### src/rtl/core/vtp_pkg.sv
// ----------------------------------------------------------------------------
// Vertex transform package
// Shared types and constants of the vertex transform and projection core.
// ----------------------------------------------------------------------------
package vtp_pkg;

  localparam int unsigned QBits    = 19;
  localparam int unsigned DivLat   = QBits + 2;
  localparam int unsigned NumW     = 56;
  localparam int unsigned DenW     = 45;
  localparam int          Focal    = 300;
  localparam int          MinDepth = 256;

  typedef enum logic [2:0] {
    RegObjCos = 3'd0,
    RegObjSin = 3'd1,
    RegCamCos = 3'd2,
    RegCamSin = 3'd3,
    RegScale  = 3'd4,
    RegOffset = 3'd5,
    RegCenter = 3'd6
  } reg_idx_e;

  typedef struct packed {
    logic [47:0] obj_cos;
    logic [47:0] obj_sin;
    logic [47:0] cam_cos;
    logic [47:0] cam_sin;
    logic [47:0] scale;
    logic [62:0] offset;
    logic [31:0] center;
  } cfg_t;

  typedef struct packed {
    logic vld;
    logic last;
  } ctl_t;

endpackage

### src/rtl/core/vtp_div.sv
// ----------------------------------------------------------------------------
// Vertex transform divider
// Pipelined restoring divider giving a floor quotient, clamped in magnitude,
// and a flag for a nonzero remainder. One quotient bit per stage.
// ----------------------------------------------------------------------------
module vtp_div (
  input  logic                               clk_i,
  input  logic                               rst_ni,
  input  logic                               vld_i,
  input  logic signed [vtp_pkg::NumW-1:0]    n_i,
  input  logic        [vtp_pkg::DenW-1:0]    d_i,
  output logic                               vld_o,
  output logic signed [vtp_pkg::QBits+1:0]   q_o,
  output logic                               nz_o
);

  localparam int unsigned Q    = vtp_pkg::QBits;
  localparam int unsigned NW   = vtp_pkg::NumW;
  localparam int unsigned DW   = vtp_pkg::DenW;
  localparam int unsigned CmpW = DW + Q;

  logic [NW-1:0] rem_q [Q+1];
  logic [Q-1:0]  quo_q [Q+1];
  logic [DW-1:0] d_q   [Q+1];
  logic          neg_q [Q+1];
  logic          ovf_q [Q+1];
  logic          vld_q [Q+1];

  logic [NW-1:0]  abs_n;
  logic           neg_n;
  logic [Q-1:0]   qa;
  logic           nz;
  logic [Q+1:0]   mag;
  logic [Q+1:0]   q_d;
  logic           vld_out_q;
  logic [Q+1:0]   q_out_q;
  logic           nz_out_q;

  assign neg_n = n_i[NW-1];
  assign abs_n = neg_n ? NW'(-n_i) : NW'(n_i);

  always_ff @(posedge clk_i or negedge rst_ni) begin
    if (!rst_ni) begin
      vld_q[0] <= 1'b0;
    end else begin
      vld_q[0] <= vld_i;
    end
  end

  always_ff @(posedge clk_i) begin
    rem_q[0] <= abs_n;
    quo_q[0] <= '0;
    d_q[0]   <= d_i;
    neg_q[0] <= neg_n;
    ovf_q[0] <= CmpW'(abs_n) >= (CmpW'(d_i) << Q);
  end

  for (genvar k = 0; k < Q; k++) begin : g_bit
    logic [CmpW-1:0] dsh;
    logic            ge;

    assign dsh = CmpW'(d_q[k]) << (Q - 1 - k);
    assign ge  = CmpW'(rem_q[k]) >= dsh;

    always_ff @(posedge clk_i or negedge rst_ni) begin
      if (!rst_ni) begin
        vld_q[k+1] <= 1'b0;
      end else begin
        vld_q[k+1] <= vld_q[k];
      end
    end

    always_ff @(posedge clk_i) begin
      rem_q[k+1] <= ge ? rem_q[k] - dsh[NW-1:0] : rem_q[k];
      quo_q[k+1] <= {quo_q[k][Q-2:0], ge};
      d_q[k+1]   <= d_q[k];
      neg_q[k+1] <= neg_q[k];
      ovf_q[k+1] <= ovf_q[k];
    end
  end

  always_comb begin
    qa  = ovf_q[Q] ? '1 : quo_q[Q];
    nz  = ovf_q[Q] | (rem_q[Q] != '0);
    mag = (Q+2)'(qa) + (Q+2)'(nz);
    q_d = neg_q[Q] ? -mag : (Q+2)'(qa);
  end

  always_ff @(posedge clk_i or negedge rst_ni) begin
    if (!rst_ni) begin
      vld_out_q <= 1'b0;
    end else begin
      vld_out_q <= vld_q[Q];
    end
  end

  always_ff @(posedge clk_i) begin
    q_out_q  <= q_d;
    nz_out_q <= nz;
  end

  assign vld_o = vld_out_q;
  assign q_o   = q_out_q;
  assign nz_o  = nz_out_q;

endmodule

### config.mk
export PLATFORM = sky130hd
export DESIGN_NAME = vtp_div
export DESIGN_NICKNAME = d
export VERILOG_FILES = /design/src/rtl/core/vtp_pkg.sv /design/src/rtl/core/vtp_div.sv
export SDC_FILE = /design/constraint.sdc
export NUM_CORES = 2
export LEC_CHECK = 0
export BUFFER_PORTS_ARGS = -buffer_cell sky130_fd_sc_hd__buf_2
export CORE_ASPECT_RATIO = 0.6
export CORE_UTILIZATION = 50
export CTS_CLUSTER_DIAMETER = 60
export DETAILED_ROUTE_END_ITERATION = 16
export PLACE_DENSITY = 0.66
export SLEW_MARGIN = 10
export SYNTH_ARGS = -nofsm -noshare
export SYNTH_HDL_FRONTEND = slang
export SYNTH_SLANG_ARGS = --single-unit
### constraint.sdc
create_clock -name clk_i -period 9.7 [get_ports clk_i]
set_input_delay 2.425 -clock clk_i [delete_from_list [all_inputs] [get_ports clk_i]]
set_output_delay 2.425 -clock clk_i [all_outputs]
set_load 0.005 [all_outputs]
==> run_results.csv <==
group,metric,value,unit
synthesis,synth-edff-count,0,
floorplan,die_x,594,um
clock_network,htree_levels,4,
power,p_int,23.2,mW
run,max_cap_viol_count,1,
synthesis,synthMuxAreaShare,2.00,%
synthesis,yosysTopAreaCell,"dfxtp_1",
timing,final.setup.tns,0,ns
power,power.density,329,nW/um^2
placed_design,finalWeightedCongestion,0.983,
power,power.switching,15.0,mW
timing,tightest_slew,1.52,ns
synthesis,synth_compound_area_share,19.2,%
critical_path,crit_path_start_kind,"input pin",
drt,drt_first_pass_iters,6,
power,p_comb_share,44.4,%
global_routing,antenna_found_initial,18,
critical_path,critPathArrivalTime,9.71,ns
critical_path,required,10.48,ns
final_layout,area_growth,10.3,%
drt,wl_per_cell,19.9,um
placed_design,dp_hpwl,233,mm
synthesis,synth_top_family_by_area,"compound AO/OA/AOI/OAI gates",
synthesis,synth_cells,11800,
timing,finalHoldViolations,0,
timing,slew_headroom,-2.46,%
global_routing,grt_pass1_vias,76300,
synthesis,synth-seq-cells,2248,
final_layout,fin_nets,12800,
global_routing,grt_overflow,0,
synthesis,yosys_warnings,0,
timing,grt_setup_unrepaired,"no",
final_layout,fin_util,55.5,%
status,status,"finished with violations",
timing,slew_violations,2,
power,clock_power_share,22.7,%
floorplan,dieArea,212000,um^2
worst_hold_path,hold_path_class,"reg -> reg",
clock_network,cts_buffers,213,
timing,clock.fmax,0.112,GHz
placed_design,io_buffers,126,
synthesis,synth_area,105000,um^2
timing,worst_slack,0.769,ns
clock_network,cts.sinks,2248,
clock_network,cts_tree,"done",
synthesis,synthAdderAreaFrac,10.9,%
clock_network,cts_max_path_buffers,4,
timing,fin_skew,0.0841,ns
synthesis,ys_types,88,
synthesis,synthSimpleGateAreaFrac,12.7,%
placed_design,place_area,109000,um^2
placed_design,place_ws,-0.0445,ns
timing,setup_viol,0,
floorplan,ios,127,
timing,period_share,92.1,%
synthesis,synth_xor_area_share,7.17,%
clock_network,hold_buffers,0,
critical_path,cp_max_fo,3,
drt,postRouteAntennaNets,0,
clock_network,clk_latency,0.90,ns
drt,routed_wl,293,mm
power,swShare,39.2,%
power,ir_drop,0.000181,V
power,power.total,38.2,mW
final_layout,fillerInstances,18600,
global_routing,grt_pass1_wl,450,mm
drt,viasPerCell,5.66,
synthesis,synth.net_count,12800,
global_routing,grtUsageTotal,26.9,%
floorplan,dieHeight,357,um
status,failed_checks,"capacitance limit, slew limit",
placed_design,placed_cells,14400,
timing,whs,0.274,ns
floorplan,fp-row-count,130,
drt,drtIter0Drc,8965,
final_layout,layout-drive-gt1-share,7.10,%
final_layout,postLayoutCellArea,116000,um^2
synthesis,seq_area_frac_synth,42.9,%
final_layout,fin_cells,14800,
synthesis,yosys_most_used_dff,"dfxtp_1",
power,seqPwrFrac,33.0,%
drt,vias,83600,
clock_network,post-cts-setup-buffers,0,
synthesis,synthTopCellsByArea,"dfxtp_1, ha_1, a21oi_1",
floorplan,start_util,50.3,%
drt,drc_errors,0,
synthesis,yosys.area.top_type_share,42.4,%
clock_network,root_buffer,"clkbuf_16",
global_routing,grt_max_degree,99,
critical_path,critPathKind,"in -> reg",
critical_path,critPathCaptureType,"flop",
power,p_leak,53.5,nW
floorplan,coreArea,209000,um^2
synthesis,postSynthAreaPerCell,8.95,um^2
clock_network,cts-resized-gates,0,
timing,period_needed,8.93,ns
clock_network,cts.clk_slew.worst_paths,0.07,ns
synthesis,ys_async_sr_fraction,0.934,%
[layout by cell type, fill, tap and decap left out, types with 23 or more instances in the layout]
cell,instances
a2111oi_0,26
o31ai_1,60
xor2_1,361
o21bai_1,114
nor2b_1,113
nand2b_1,135
bufinv_16,23
and2_1,33
nor3_1,147
a21boi_0,32
buf_4,90
clkinv_2,35
or4_1,45
and3_1,66
ha_1,886
nor2_1,650
a31o_2,23
o21ai_0,904
nor4_1,81
o21a_1,107
nand3_1,165
buf_2,126
a211oi_1,57
a21o_1,534
xnor2_1,501
clkbuf_1,35
dfxtp_1,2227
or3_1,38
inv_1,1110
clkbuf_16,215
nand4_1,180
o211ai_1,49
o31a_1,36
or2_2,38
a31oi_1,76
nand2_1,995
mux2_2,177
clkbuf_8,40
a21oi_1,1043
[sequential cells by signal (all words and copies together) (netlist names)]
signal	cells
vld_o	1
quo_q	190
nz_o	1
rem_q	1120
neg_q	20
ovf_q	20
vld_q	20
d_q	855
q_o	21
[worst paths after layout]
check	endpoint	start	depth (start not counted)	slack [ns]
worst max-delay path	ovf_q[0][0]	n_i[8]	27	0.77
worst min-delay path	rem_q[2][64]	rem_q[2][8]	0	0.27
worst max register to register	rem_q[2][133]	d_q[4][61]	13	3.59
worst min register to register	rem_q[2][64]	rem_q[2][8]	0	0.27
max in group asynchronous	vld_q[15]	rst_ni	1	7.87
min in group asynchronous	vld_q[10]	rst_ni	1	1.53
[synth_stat cells, types with 177 or more instances]
cell type,count
xnor2_1,501
xor2_1,361
dfxtp_1,2227
ha_1,886
inv_1,1110
a21o_1,536
mux2_2,177
a21oi_1,1046
o21ai_0,906
nand2_1,995
clkbuf_1,334
nor2_1,651
nand4_1,180
[logic make-up (layout without fill, tap and decap cells)]
group                      count (synthesis)  in the layout
AOI/OAI and AO/OA                       3294           3294
other                                      0              4
and+or+nand+nor                         2798           2798
DFF                                     2248           2248
buffers and inverters                   1471           1708
xor gates and xnor gates                 862            862
adders and majority gates                905            905
muxes                                    188            188
[power by group through the flow]
| stage | combinational (mW) | sequential (mW) | clock, mW |
|---|---|---|---|
| 2_1_floorplan | 12.3 | 12.3 | 0 |
| 3_3_place_gp | 15.9 | 12.8 | 0 |
| 3_5_place_dp | 16.2 | 12.8 | 0 |
| 4_1_cts | 16.4 | 12.6 | 8.88 |
| 5_1_grt | 18.6 | 12.8 | 9.28 |
| 6_report | 17.0 | 12.6 | 8.68 |
[critical path: stages]
cell and delay, ns:
buf_2 0.11, nor3_1 0.28, buf_4 0.17, nand3_2 0.07, or4_1 0.45, or4_4 0.43
or4_1 0.43, or4_4 0.44, or3_1 0.51, nand2b_4 0.22, or4_4 0.50, or4_4 0.49
o31ai_4 0.19, xnor2_1 0.13, ha_1 0.31, nand4_1 0.11, nor3_1 0.17, buf_4 0.18
nand2_1 0.07, buf_4 0.15, or4_1 0.46, or4_1 0.39, or4_1 0.41, nor3_1 0.24
buf_4 0.19, a221oi_1 0.08, o221ai_1 0.10
[area by class of cell]
| cell class | instances | area (um^2) | area share [%] |
|---|---|---|---|
| multi-input cells | 8047 | 54800 | 47.2 |
| flip-flops and latches | 2248 | 45100 | 38.9 |
| clock buffers | 290 | 6060 | 5.22 |
| inverters | 1111 | 4170 | 3.59 |
| well taps | 2772 | 3470 | 2.99 |
| repair buffers | 216 | 1310 | 1.13 |
| clock inverters | 91 | 1160 | 0.997 |
| diodes | 4 | 10.0 | 0.00862 |
[layer usage]
metal	up-vias	routed length (um)	global-route usage [%]
met2	3120	90200	29.3
met3	251	38700	11.1
met1	39300	161000	45.6
met4	8	3060	3.45
met5	-	693	2.20
li1	41000	-	-
(Power assumes the default switching activity.)
